`src/rtl/ppdr_pkg.sv`:
```
// Shared types, widths and constants for the planar pose dead-reckoning block.
// Holds the sequencer state and operand-select enums, the CORDIC result struct
// and the arctangent table. No dependencies.
`timescale 1ns / 1ps
`default_nettype none
package ppdr_pkg;

    localparam int VEL_W      = 16;
    localparam int DT_W       = 20;
    localparam int POS_W      = 48;
    localparam int HEAD_W     = 32;
    localparam int SUM_W      = POS_W + 1;
    localparam int CORD_W     = 34;
    localparam int TRIG_W     = 26;
    localparam int ROUND_SH   = 6;
    localparam int MUL_A_W    = 18;
    localparam int MUL_B_W    = 26;
    localparam int MUL_P_W    = MUL_A_W + MUL_B_W;
    localparam int MAG_W      = 2 * MUL_A_W;
    localparam int ACC_W      = 62;
    localparam int POS_FRAC   = 24;
    localparam int DVD_W      = 34;
    localparam int RCP_SH     = 2;
    localparam int RCP_FRAC   = 34;
    localparam int DIV_Q_W    = 22;
    localparam int ANG_FRAC   = 28;
    localparam int ATAN_IDX_W = 5;

    localparam int CORDIC_STEPS_DEF = 24;

    localparam logic signed [CORD_W-1:0] CORDIC_GAIN  = 34'sd652032874;
    localparam logic signed [CORD_W-1:0] QUARTER_TURN = 34'sd1073741824;
    localparam logic signed [CORD_W-1:0] HALF_TURN    = 34'sd2147483648;

    // 62500 = 4 * 15625; reciprocal is floor(2^34 / 15625)
    localparam logic [ACC_W-1:0] POS_HALF  = ACC_W'(64'd31250 << POS_FRAC);
    localparam logic [MUL_A_W-1:0] DIV_D   = 18'd15625;
    localparam logic [MUL_B_W-1:0] DIV_RCP = 26'd1099511;
    localparam logic [MUL_B_W-1:0] ANG_SCALE = 26'd44798134;
    localparam logic [ACC_W-1:0] ANG_HALF  = ACC_W'(64'd1 << (ANG_FRAC - 1));

    localparam logic signed [SUM_W-1:0] POS_MAX_EXT = {2'b00, {(POS_W - 1){1'b1}}};
    localparam logic signed [SUM_W-1:0] POS_MIN_EXT = {2'b11, {(POS_W - 1){1'b0}}};

    typedef enum logic [3:0] {
        S_IDLE,
        S_MUL_T,
        S_MUL_P,
        S_TRIG,
        S_MUL_LO,
        S_MUL_HI,
        S_DIV_INIT,
        S_RCP_LO,
        S_RCP_HI,
        S_RCP_FIX,
        S_POS_UPD,
        S_HEAD_UPD,
        S_OUT
    } t_state;

    typedef enum logic [1:0] {
        OP_X,
        OP_Y,
        OP_H
    } t_op;

    typedef struct packed {
        logic              done;
        logic [TRIG_W-1:0] cos_mag;
        logic              cos_neg;
        logic [TRIG_W-1:0] sin_mag;
        logic              sin_neg;
    } t_trig;

    function automatic logic [HEAD_W-1:0] atan_q32(input logic [ATAN_IDX_W-1:0] idx);
        logic [HEAD_W-1:0] v;
        case (idx)
            5'd0:    v = 32'd536870912;
            5'd1:    v = 32'd316933406;
            5'd2:    v = 32'd167458907;
            5'd3:    v = 32'd85004756;
            5'd4:    v = 32'd42667331;
            5'd5:    v = 32'd21354465;
            5'd6:    v = 32'd10679838;
            5'd7:    v = 32'd5340245;
            5'd8:    v = 32'd2670163;
            5'd9:    v = 32'd1335087;
            5'd10:   v = 32'd667544;
            5'd11:   v = 32'd333772;
            5'd12:   v = 32'd166886;
            5'd13:   v = 32'd83443;
            5'd14:   v = 32'd41722;
            5'd15:   v = 32'd20861;
            5'd16:   v = 32'd10430;
            5'd17:   v = 32'd5215;
            5'd18:   v = 32'd2608;
            5'd19:   v = 32'd1304;
            5'd20:   v = 32'd652;
            5'd21:   v = 32'd326;
            5'd22:   v = 32'd163;
            5'd23:   v = 32'd81;
            5'd24:   v = 32'd41;
            5'd25:   v = 32'd20;
            5'd26:   v = 32'd10;
            5'd27:   v = 32'd5;
            5'd28:   v = 32'd3;
            5'd29:   v = 32'd1;
            5'd30:   v = 32'd1;
            default: v = '0;
        endcase
        return v;
    endfunction

endpackage
`default_nettype wire

```
`src/rtl/planar_pose_dead_reckoning_top.sv`:
```
// Planar pose dead reckoning: forward-Euler pose update per velocity transfer.
// Depends on ppdr_pkg and ppdr_cordic.
//
// Each input transfer (linear velocity, angular velocity, step time) moves x
// and y by v*dt times cos/sin of the heading held before the update, then moves
// the heading by w*dt, and yields one result with the new pose, both velocities
// and a flag set when x or y clipped at the 48-bit limit. Pose resets to zero.
// Per item, the CORDIC runs one micro-rotation per cycle, and one 18x26
// multiplier forms all products, the wide ones in halves, and the division by
// 62500 too, as a multiply by a scaled reciprocal and a one-step remainder fix,
// in states MUL_LO, MUL_HI, DIV_INIT, RCP_LO, RCP_HI, RCP_FIX and POS_UPD for x
// and for y, and MUL_LO, MUL_HI and HEAD_UPD for the heading.
// The input is ready only in idle; a finished result waits in an output
// register while the next item is taken.
`timescale 1ns / 1ps
`default_nettype none
module planar_pose_dead_reckoning_top
    import ppdr_pkg::*;
#(
    parameter int CORDIC_STEPS = CORDIC_STEPS_DEF
) (
    input  logic                    i_clk,
    input  logic                    i_rst_n,
    input  logic                    i_valid,
    output logic                    o_ready,
    input  logic signed [VEL_W-1:0] i_linear_velocity,
    input  logic signed [VEL_W-1:0] i_angular_velocity,
    input  logic [DT_W-1:0]         i_step_time,
    output logic                    o_valid,
    input  logic                    i_ready,
    output logic signed [POS_W-1:0] o_pos_x,
    output logic signed [POS_W-1:0] o_pos_y,
    output logic [HEAD_W-1:0]       o_heading,
    output logic signed [VEL_W-1:0] o_speed_echo,
    output logic signed [VEL_W-1:0] o_turn_rate_echo,
    output logic                    o_saturated
);

    t_state r_state;
    t_state n_state;
    t_op    r_op;

    logic signed [VEL_W-1:0] r_v;
    logic signed [VEL_W-1:0] r_w;
    logic [DT_W-1:0]         r_dt;
    logic [MAG_W-1:0]        r_tmag;
    logic [MAG_W-1:0]        r_pmag;
    logic [TRIG_W-1:0]       r_cmag;
    logic [TRIG_W-1:0]       r_smag;
    logic                    r_cneg;
    logic                    r_sneg;
    logic [ACC_W-1:0]        r_acc;
    logic [DVD_W-1:0]        r_rem;
    logic [DIV_Q_W-1:0]      r_quo;

    logic signed [POS_W-1:0] r_pos_x;
    logic signed [POS_W-1:0] r_pos_y;
    logic [HEAD_W-1:0]       r_head;
    logic                    r_sat;

    logic                    r_ovalid;
    logic signed [POS_W-1:0] r_out_x;
    logic signed [POS_W-1:0] r_out_y;
    logic [HEAD_W-1:0]       r_out_head;
    logic signed [VEL_W-1:0] r_out_v;
    logic signed [VEL_W-1:0] r_out_w;
    logic                    r_out_sat;

    logic                    w_accept;
    logic                    w_load_out;
    t_trig                   w_trig;
    logic [VEL_W-1:0]        w_vmag;
    logic [VEL_W-1:0]        w_wmag;
    logic [MUL_A_W-1:0]      w_ma;
    logic [MUL_B_W-1:0]      w_mb;
    logic [MUL_P_W-1:0]      w_prod;
    logic [ACC_W-1:0]        w_acc_rnd;
    logic [DIV_Q_W-1:0]      w_q0;
    logic [DVD_W-1:0]        w_rcp_rem;
    logic                    w_fix;
    logic                    w_neg;
    logic signed [SUM_W-1:0] w_q;
    logic signed [SUM_W-1:0] w_delta;
    logic signed [POS_W-1:0] w_pos_cur;
    logic signed [SUM_W-1:0] w_sum;
    logic signed [POS_W-1:0] n_pos;
    logic                    w_clip;
    logic [ACC_W-1:0]        w_h_rnd;
    logic [HEAD_W-1:0]       w_dm;
    logic [HEAD_W-1:0]       n_head;

    ppdr_cordic #(
        .CORDIC_STEPS(CORDIC_STEPS)
    ) u_cordic (
        .i_clk   (i_clk),
        .i_rst_n (i_rst_n),
        .i_start (w_accept),
        .i_angle (r_head),
        .o_trig  (w_trig)
    );

    assign o_ready  = (r_state == S_IDLE);
    assign w_accept = i_valid && o_ready;

    always_comb begin
        n_state    = r_state;
        w_load_out = 1'b0;
        unique case (r_state)
            S_IDLE: begin
                if (i_valid) begin
                    n_state = S_MUL_T;
                end
            end
            S_MUL_T:    n_state = S_MUL_P;
            S_MUL_P:    n_state = S_TRIG;
            S_TRIG: begin
                if (w_trig.done) begin
                    n_state = S_MUL_LO;
                end
            end
            S_MUL_LO:   n_state = S_MUL_HI;
            S_MUL_HI:   n_state = (r_op == OP_H) ? S_HEAD_UPD : S_DIV_INIT;
            S_DIV_INIT: n_state = S_RCP_LO;
            S_RCP_LO:   n_state = S_RCP_HI;
            S_RCP_HI:   n_state = S_RCP_FIX;
            S_RCP_FIX:  n_state = S_POS_UPD;
            S_POS_UPD:  n_state = S_MUL_LO;
            S_HEAD_UPD: n_state = S_OUT;
            S_OUT: begin
                if (!r_ovalid || i_ready) begin
                    w_load_out = 1'b1;
                    n_state    = S_IDLE;
                end
            end
            default:    n_state = S_IDLE;
        endcase
    end

    // shared multiplier operand select
    assign w_vmag = r_v[VEL_W-1] ? VEL_W'(-r_v) : VEL_W'(r_v);
    assign w_wmag = r_w[VEL_W-1] ? VEL_W'(-r_w) : VEL_W'(r_w);

    always_comb begin
        unique case (r_state) inside
            S_MUL_T: w_ma = MUL_A_W'(w_vmag);
            S_MUL_P: w_ma = MUL_A_W'(w_wmag);
            S_MUL_LO: w_ma = (r_op == OP_H) ? r_pmag[MUL_A_W-1:0] : r_tmag[MUL_A_W-1:0];
            S_MUL_HI: w_ma = (r_op == OP_H) ? r_pmag[MAG_W-1:MUL_A_W]
                                            : r_tmag[MAG_W-1:MUL_A_W];
            S_RCP_LO: w_ma = r_rem[MUL_A_W-1:0];
            S_RCP_HI: w_ma = MUL_A_W'(r_rem[DVD_W-1:MUL_A_W]);
            S_RCP_FIX: w_ma = DIV_D;
            default: w_ma = '0;
        endcase
        unique case (r_state) inside
            S_MUL_T, S_MUL_P: w_mb = MUL_B_W'(r_dt);
            S_MUL_LO, S_MUL_HI: begin
                case (r_op)
                    OP_X:    w_mb = r_cmag;
                    OP_Y:    w_mb = r_smag;
                    default: w_mb = ANG_SCALE;
                endcase
            end
            S_RCP_LO, S_RCP_HI: w_mb = DIV_RCP;
            S_RCP_FIX: w_mb = MUL_B_W'(w_q0);
            default: w_mb = '0;
        endcase
    end

    assign w_prod    = MUL_P_W'(w_ma) * MUL_P_W'(w_mb);
    assign w_acc_rnd = r_acc + POS_HALF;

    // reciprocal estimate is the quotient or one below it
    assign w_q0      = r_acc[RCP_FRAC +: DIV_Q_W];
    assign w_rcp_rem = r_rem - DVD_W'(w_prod);
    assign w_fix     = (w_rcp_rem >= DVD_W'(DIV_D));

    // position step: signed quotient, add, clamp to 48 bits
    assign w_neg     = r_v[VEL_W-1] ^ ((r_op == OP_X) ? r_cneg : r_sneg);
    assign w_q       = signed'(SUM_W'(r_quo));
    assign w_delta   = w_neg ? -w_q : w_q;
    assign w_pos_cur = (r_op == OP_X) ? r_pos_x : r_pos_y;
    assign w_sum     = signed'({w_pos_cur[POS_W-1], w_pos_cur}) + w_delta;

    always_comb begin
        w_clip = 1'b0;
        n_pos  = w_sum[POS_W-1:0];
        if (w_sum > POS_MAX_EXT) begin
            w_clip = 1'b1;
            n_pos  = POS_MAX_EXT[POS_W-1:0];
        end else if (w_sum < POS_MIN_EXT) begin
            w_clip = 1'b1;
            n_pos  = POS_MIN_EXT[POS_W-1:0];
        end
    end

    // heading step: round the scaled angle, wrap modulo 2^32
    assign w_h_rnd = r_acc + ANG_HALF;
    assign w_dm    = w_h_rnd[ANG_FRAC +: HEAD_W];
    assign n_head  = r_w[VEL_W-1] ? (r_head - w_dm) : (r_head + w_dm);

    always_ff @(posedge i_clk) begin
        if (!i_rst_n) begin
            r_state  <= S_IDLE;
            r_op     <= OP_X;
            r_pos_x  <= '0;
            r_pos_y  <= '0;
            r_head   <= '0;
            r_sat    <= 1'b0;
            r_ovalid <= 1'b0;
        end else begin
            r_state <= n_state;
            if (w_accept) begin
                r_sat <= 1'b0;
            end
            if (r_state == S_TRIG && w_trig.done) begin
                r_op <= OP_X;
            end
            if (r_state == S_POS_UPD) begin
                if (r_op == OP_X) begin
                    r_pos_x <= n_pos;
                    r_op    <= OP_Y;
                end else begin
                    r_pos_y <= n_pos;
                    r_op    <= OP_H;
                end
                if (w_clip) begin
                    r_sat <= 1'b1;
                end
            end
            if (r_state == S_HEAD_UPD) begin
                r_head <= n_head;
            end
            if (w_load_out) begin
                r_ovalid <= 1'b1;
            end else if (i_ready) begin
                r_ovalid <= 1'b0;
            end
        end
    end

    always_ff @(posedge i_clk) begin
        if (w_accept) begin
            r_v  <= i_linear_velocity;
            r_w  <= i_angular_velocity;
            r_dt <= i_step_time;
        end
        case (r_state) inside
            S_MUL_T: r_tmag <= MAG_W'(w_prod);
            S_MUL_P: r_pmag <= MAG_W'(w_prod);
            S_TRIG: begin
                if (w_trig.done) begin
                    r_cmag <= w_trig.cos_mag;
                    r_cneg <= w_trig.cos_neg;
                    r_smag <= w_trig.sin_mag;
                    r_sneg <= w_trig.sin_neg;
                end
            end
            S_MUL_LO, S_RCP_LO: r_acc <= ACC_W'(w_prod);
            S_MUL_HI, S_RCP_HI: r_acc <= r_acc + (ACC_W'(w_prod) << MUL_A_W);
            S_DIV_INIT: r_rem <= DVD_W'(w_acc_rnd >> (POS_FRAC + RCP_SH));
            S_RCP_FIX:  r_quo <= w_q0 + DIV_Q_W'(w_fix);
            default: ;
        endcase
        if (w_load_out) begin
            r_out_x    <= r_pos_x;
            r_out_y    <= r_pos_y;
            r_out_head <= r_head;
            r_out_v    <= r_v;
            r_out_w    <= r_w;
            r_out_sat  <= r_sat;
        end
    end

    assign o_valid          = r_ovalid;
    assign o_pos_x          = r_out_x;
    assign o_pos_y          = r_out_y;
    assign o_heading        = r_out_head;
    assign o_speed_echo     = r_out_v;
    assign o_turn_rate_echo = r_out_w;
    assign o_saturated      = r_out_sat;

`ifndef SYNTHESIS
    a_rcp_rem_bound: assert property (@(posedge i_clk) disable iff (!i_rst_n)
        (r_state == S_RCP_FIX) |-> (w_rcp_rem < (DVD_W'(DIV_D) << 1)))
        else $error("reciprocal quotient estimate off by more than one");

    a_quo_fits: assert property (@(posedge i_clk) disable iff (!i_rst_n)
        (r_state == S_POS_UPD) |-> !r_quo[DIV_Q_W-1])
        else $error("position step quotient overflow");

    a_head_hold: assert property (@(posedge i_clk) disable iff (!i_rst_n)
        (r_state != S_HEAD_UPD) |=> $stable(r_head))
        else $error("heading changed outside its update step");
`endif

endmodule
`default_nettype wire

```
`src/rtl/ppdr_cordic.sv`:
```
// Rotation-mode CORDIC, one micro-rotation per cycle, giving cos and sin of a
// binary angle as Q24 magnitude and sign. Depends on ppdr_pkg.
`timescale 1ns / 1ps
`default_nettype none
module ppdr_cordic
    import ppdr_pkg::*;
#(
    parameter int CORDIC_STEPS = CORDIC_STEPS_DEF
) (
    input  logic              i_clk,
    input  logic              i_rst_n,
    input  logic              i_start,
    input  logic [HEAD_W-1:0] i_angle,
    output t_trig             o_trig
);

    localparam int CW = $clog2(CORDIC_STEPS);
    localparam logic [CW-1:0] LAST = CW'(CORDIC_STEPS - 1);

    logic                     r_busy;
    logic                     r_done;
    logic                     r_flip;
    logic [CW-1:0]            r_cnt;
    logic signed [CORD_W-1:0] r_x;
    logic signed [CORD_W-1:0] r_y;
    logic signed [CORD_W-1:0] r_z;

    logic signed [CORD_W-1:0] w_a;
    logic signed [CORD_W-1:0] w_z0;
    logic                     w_flip0;
    logic signed [CORD_W-1:0] w_xs;
    logic signed [CORD_W-1:0] w_ys;
    logic signed [CORD_W-1:0] w_at;
    logic [CORD_W-1:0]        w_xm;
    logic [CORD_W-1:0]        w_ym;

    // fold the angle into [-pi/2, pi/2]
    always_comb begin
        w_a = {{(CORD_W - HEAD_W){i_angle[HEAD_W-1]}}, i_angle};
        w_flip0 = 1'b0;
        w_z0 = w_a;
        if (w_a > QUARTER_TURN) begin
            w_z0 = w_a - HALF_TURN;
            w_flip0 = 1'b1;
        end else if (w_a < -QUARTER_TURN) begin
            w_z0 = w_a + HALF_TURN;
            w_flip0 = 1'b1;
        end
    end

    assign w_xs = r_x >>> r_cnt;
    assign w_ys = r_y >>> r_cnt;
    assign w_at = signed'(CORD_W'(atan_q32(ATAN_IDX_W'(r_cnt))));

    always_ff @(posedge i_clk) begin
        if (!i_rst_n) begin
            r_busy <= 1'b0;
            r_done <= 1'b0;
            r_cnt  <= '0;
        end else if (i_start) begin
            r_busy <= 1'b1;
            r_done <= 1'b0;
            r_cnt  <= '0;
        end else if (r_busy) begin
            r_cnt <= r_cnt + 1'b1;
            if (r_cnt == LAST) begin
                r_busy <= 1'b0;
                r_done <= 1'b1;
            end
        end
    end

    always_ff @(posedge i_clk) begin
        if (i_start) begin
            r_x    <= CORDIC_GAIN;
            r_y    <= '0;
            r_z    <= w_z0;
            r_flip <= w_flip0;
        end else if (r_busy) begin
            if (!r_z[CORD_W-1]) begin
                r_x <= r_x - w_ys;
                r_y <= r_y + w_xs;
                r_z <= r_z - w_at;
            end else begin
                r_x <= r_x + w_ys;
                r_y <= r_y - w_xs;
                r_z <= r_z + w_at;
            end
        end
    end

    // round Q30 to Q24, half away from zero, on the magnitude
    assign w_xm = r_x[CORD_W-1] ? CORD_W'(-r_x) : CORD_W'(r_x);
    assign w_ym = r_y[CORD_W-1] ? CORD_W'(-r_y) : CORD_W'(r_y);

    assign o_trig.done    = r_done;
    assign o_trig.cos_mag = TRIG_W'((w_xm + CORD_W'(32)) >> ROUND_SH);
    assign o_trig.cos_neg = r_x[CORD_W-1] ^ r_flip;
    assign o_trig.sin_mag = TRIG_W'((w_ym + CORD_W'(32)) >> ROUND_SH);
    assign o_trig.sin_neg = r_y[CORD_W-1] ^ r_flip;

endmodule
`default_nettype wire

```
`config.mk`:
```
export PLATFORM = sky130hd
export DESIGN_NAME = planar_pose_dead_reckoning_top
export DESIGN_NICKNAME = d
export VERILOG_FILES = /design/src/rtl/ppdr_pkg.sv /design/src/rtl/planar_pose_dead_reckoning_top.sv /design/src/rtl/ppdr_cordic.sv
export SDC_FILE = /design/constraint.sdc
export NUM_CORES = 2
export LEC_CHECK = 0
export ABC_AREA = 1
export BUFFER_PORTS_ARGS = -buffer_cell sky130_fd_sc_hd__buf_2
export CAP_MARGIN = 0
export CORE_MARGIN = 3
export CORE_UTILIZATION = 60
export CTS_BUF_LIST = sky130_fd_sc_hd__clkbuf_4 sky130_fd_sc_hd__clkbuf_8 sky130_fd_sc_hd__clkbuf_16
export DETAILED_ROUTE_END_ITERATION = 8
export PLACE_DENSITY = 0.77
export SLEW_MARGIN = 20
export SYNTH_ARGS = -nofsm -noshare
export SYNTH_HDL_FRONTEND = slang
export SYNTH_SLANG_ARGS = --single-unit
```
`constraint.sdc`:
```
create_clock -name i_clk -period 12.1 [get_ports i_clk]
set_input_delay 1.21 -clock i_clk [delete_from_list [all_inputs] [get_ports i_clk]]
set_output_delay 1.21 -clock i_clk [all_outputs]
set_load 0.02 [all_outputs]
```
==> summary.md <==
| Metric | Value |
|---|---|
| Gate Count Post-Synth | `9328` |
| Initial detailed-routing violation count | `7240` |
| Detail Route Antenna Nets | `0` |
| Synth Register Bits | `713` |
| Peak Freq | `86.5 MHz` |
| Hold depth | `0` |
| Total number of vias | `65100` |
| DR pass1 iterations | `7` |
| Sequential-to-total area share from yosys stat | `0.279` |
| Die X | `343 um` |
| Compound-gate portion of the synthesized area | `0.119` |
| Rel. slew slack | `0.261` |
| Part of the cycle the worst path needs | `0.956` |
| Initial core utilization | `0.605` |
| XOR/XNOR Fraction of Synth Area | `0.0647` |
| Gp weighted congestion | `1.09` |
| Cells after DPL | `10900` |
| Most common cell after layout, fill and taps aside | `nand2_1` |
| Die Y | `343 um` |
| Placement Setup Slack | `0.515 ns` |
| Clk_skew | `0.0494 ns` |
| Fillcell total | `10000` |
| Nets | `10300` |
| Final setup fails | `0` |
| Proportion of power drawn by combinational gates | `0.707` |
| Clock Sinks | `713` |
| Net Switching | `11.7 mW` |
| Synth Cell Area | `68200 um2` |
| Die ar. | `118000 um2` |
| Critical Path Source | `r_v[0]$_DFFE_PP_` |
| Clk pwr share | `0.118` |
| Worst hold path type | `register to register` |
| Gr ovfl total | `0` |
| Synth-to-Final Area Change | `8.50%` |
| Ratio of cells with drive above 1 in the final layout | `0.0637` |
| Root buffer cell | `clkbuf_16` |
| Largest net degree at the start of global routing | `72` |
| Synth top area cells | `edfxtp_1 21%, nand2_1 13%, fa_1 11%, inv_1 8.6%, ha_1 7.2%` |
| Fin. max-slew vios | `0` |
| Half-perimeter wire length after placement | `187 mm` |
| R2r endpoint | `r_acc[59]$_SDFFCE_PN0P_` |
| Synthesis warning total | `0` |
| Share of the synthesized area in the top cell type | `0.208` |
| TritonCTS clock tree | `yes` |
| Mux cell area share after synthesis | `0.000312` |
| Cell taking the most area after synthesis | `edfxtp_1` |
| CTS Hold Bufs | `0` |
| WL per Instance | `21.3 um` |
| Ys flop type | `edfxtp_1` |
| Vias per cell | `5.90` |
| DP Area | `71000 um2` |
| Cell variety after synth | `70` |
| Core area | `113000 um2` |
| Setup crit start kind | `register` |
| PnR worst setup slack | `0.536 ns` |
| Crit-path max cell delay | `0.78 ns` |
| IO Pins | `219` |
| CP Class | `register to register` |
| H-tree depth | `3` |
| Mapped Avg Cell Area | `7.31 um2` |
| Net Sw Frac | `0.545` |
| Delay-heaviest family, CP | `adder cells` |
| Worst slew pin tran | `1.11 ns` |
| Row count | `123` |
| Initial antenna violation count | `6` |
| Final hold viol count | `0` |
| Max cap viols | `0` |
| Most frequent cells in the layout | `2274 x nand2_1, 1562 x inv_1, 756 x nor2_1` |
| Critical path depth | `44` |
| Reg2Reg Depth | `44` |
| Post-synth ARST share | `0` |
| P per Cell Area | `291 nW/um2` |
| Max Root-Sink Buffers | `3` |
| Reg2Reg Launch Point | `r_v[0]$_DFFE_PP_` |
| Post-synth EDFFs | `472` |
| Run status | `completed` |
| Post-synthesis adder-cell area fraction | `0.186` |
| Setup_tns | `0 ns` |
| Fin util | `0.657` |
| Hold_ws | `0.431 ns` |
| Worst path slowest cell | `a31oi_1` |
| Fin crit period | `11.56 ns` |
| CP Max Fanout | `11` |
| Largest family of logic cells by synthesized area | `simple AND/OR/NAND/NOR gates` |
| GRT Overall Usage | `0.390` |
| Finished Cell Area | `74000 um2` |
| Internal | `9.79 mW` |
| Leak pwr | `36.1 nW` |
| Post-synthesis simple-gate area fraction | `0.246` |
| Number of global-route vias before repair | `61800` |
| Total wire length | `235 mm` |
| Crit path to | `r_acc[59]$_SDFFCE_PN0P_` |
| WP buf/inv | `14` |
| Worst EP required | `12.47 ns` |
| Residual DRC | `0` |
| Sequential power share | `0.175` |
| Total chip power | `21.5 mW` |
| CTS buffer count | `79` |
| Max VDD drop | `260 uV` |
| Clk_lat worst skew | `0.67 ns` |
| Syn nets | `10200` |
| Reg clk slew, reported paths | `0.06 ns` |
| Global-route wire length before repair | `356 mm` |
| Most frequent CP cell | `inv_1` |
| IO buf count | `218` |
| Final std cells w/o fill | `11000` |
| CP arrival | `11.93 ns` |
| FF-to-FF setup slack | `0.54 ns` |
| Endpoint class of the critical path | `register` |
==> flip-flops by register name, indices dropped and copies added, names as in the netlist, 30 cells and up <==
signal	count
r_pmag	36
o_pos_y	48
r_acc	42
r_pos_x	48
r_pos_y	48
r_head	32
o_pos_x	48
u_cordic.r_z	34
r_rem	34
u_cordic.r_y	34
u_cordic.w_at	30
u_cordic.r_x	34
o_heading	32
r_tmag	36
==> per-layer routing <==
| metal | part of all wire | routed length (um) | track usage | vias to the layer above |
|---|---|---|---|---|
| li1 | - | - | - | 30400 |
| met1 | 0.40 | 93900 | 0.524 | 30500 |
| met2 | 0.44 | 104000 | 0.614 | 3503 |
| met3 | 0.11 | 25500 | 0.0857 | 602 |
| met4 | 0.047 | 11000 | 0.158 | 4 |
| met5 | 0.00046 | 109 | 0 | - |
==> how the worst min path moves through the flow <==
stage | start | end | slack (ns)
after floorplan | r_pos_x[0]$_SDFFE_PN0P_ | o_pos_x[0]$_DFFE_PP_ | 0.41
after global placement | r_pos_y[24]$_SDFFE_PN0P_ | o_pos_y[24]$_DFFE_PP_ | 0.41
after detailed placement | r_pos_x[31]$_SDFFE_PN0P_ | o_pos_x[31]$_DFFE_PP_ | 0.42
after CTS | r_pos_y[38]$_SDFFE_PN0P_ | o_pos_y[38]$_DFFE_PP_ | 0.43
after global routing | r_pos_y[38]$_SDFFE_PN0P_ | o_pos_y[38]$_DFFE_PP_ | 0.44
final | r_pos_y[22]$_SDFFE_PN0P_ | o_pos_y[22]$_DFFE_PP_ | 0.43
==> power by group through the flow <==
stage	Clock (mW)	Combinational (mW)	Sequential, mW
after global placement	0	14.5	3.77
after detailed placement	0	14.7	3.77
final	2.54	15.2	3.76
after floorplan	0	10.4	3.57
after global routing	2.65	16.7	3.77
after CTS	2.56	14.7	3.73
==> repair_timing <==
action | 4_1_cts | 5_1_grt
endpoints found under the setup margin | 0 | 16
gates resized for setup | 0 | 26
setup buffers | 0 | 8
hold endpoints to repair | 0 | 0
==> kinds of logic after synthesis <==
kind of cell,Yosys count
muxes,2
DFF,713
buffers and inverters,1881
and+or+nand+nor,4048
adders and majority gates,781
xor gates and xnor gates,501
AOI/OAI and AO/OA,1402
==> worst reg2reg max path: cells and delay by family (launching register included) <==
kind,cells,cell delay (ns)
and+or+nand+nor,7,0.84
buffers and inverters,14,1.45
DFF,1,0.46
AOI/OAI and AO/OA,10,3.00
xor gates and xnor gates,4,1.36
adders and majority gates,9,4.16
==> layout make-up <==
class / count / area (um2) / share of cell area
Clock inverter: 38 / 458 / 0.00619
Inverter: 1595 / 6010 / 0.0813
Clock buffer: 105 / 2260 / 0.0306
Timing Repair Buffer: 347 / 2090 / 0.0282
Sequential cell: 713 / 19000 / 0.257
Timing Repair inverter: 1 / 7.51 / 0.000101
Tap cell: 1500 / 1880 / 0.0254
Antenna cell: 1 / 2.50 / 0.0000338
Multi-Input combinational cell: 6734 / 42300 / 0.571
==> cells in the mapped netlist (123+ instances only) <==
master       n
nand3_1    666
clkbuf_1   201
xnor2_1    155
xor2_1     344
nand2_1   2278
dfxtp_1    241
ha_1       390
nor3_1     123
edfxtp_1   472
nor2_1     768
a21oi_1    499
fa_1       391
o21ai_0    469
inv_1     1571
(Power assumes the default switching activity.)
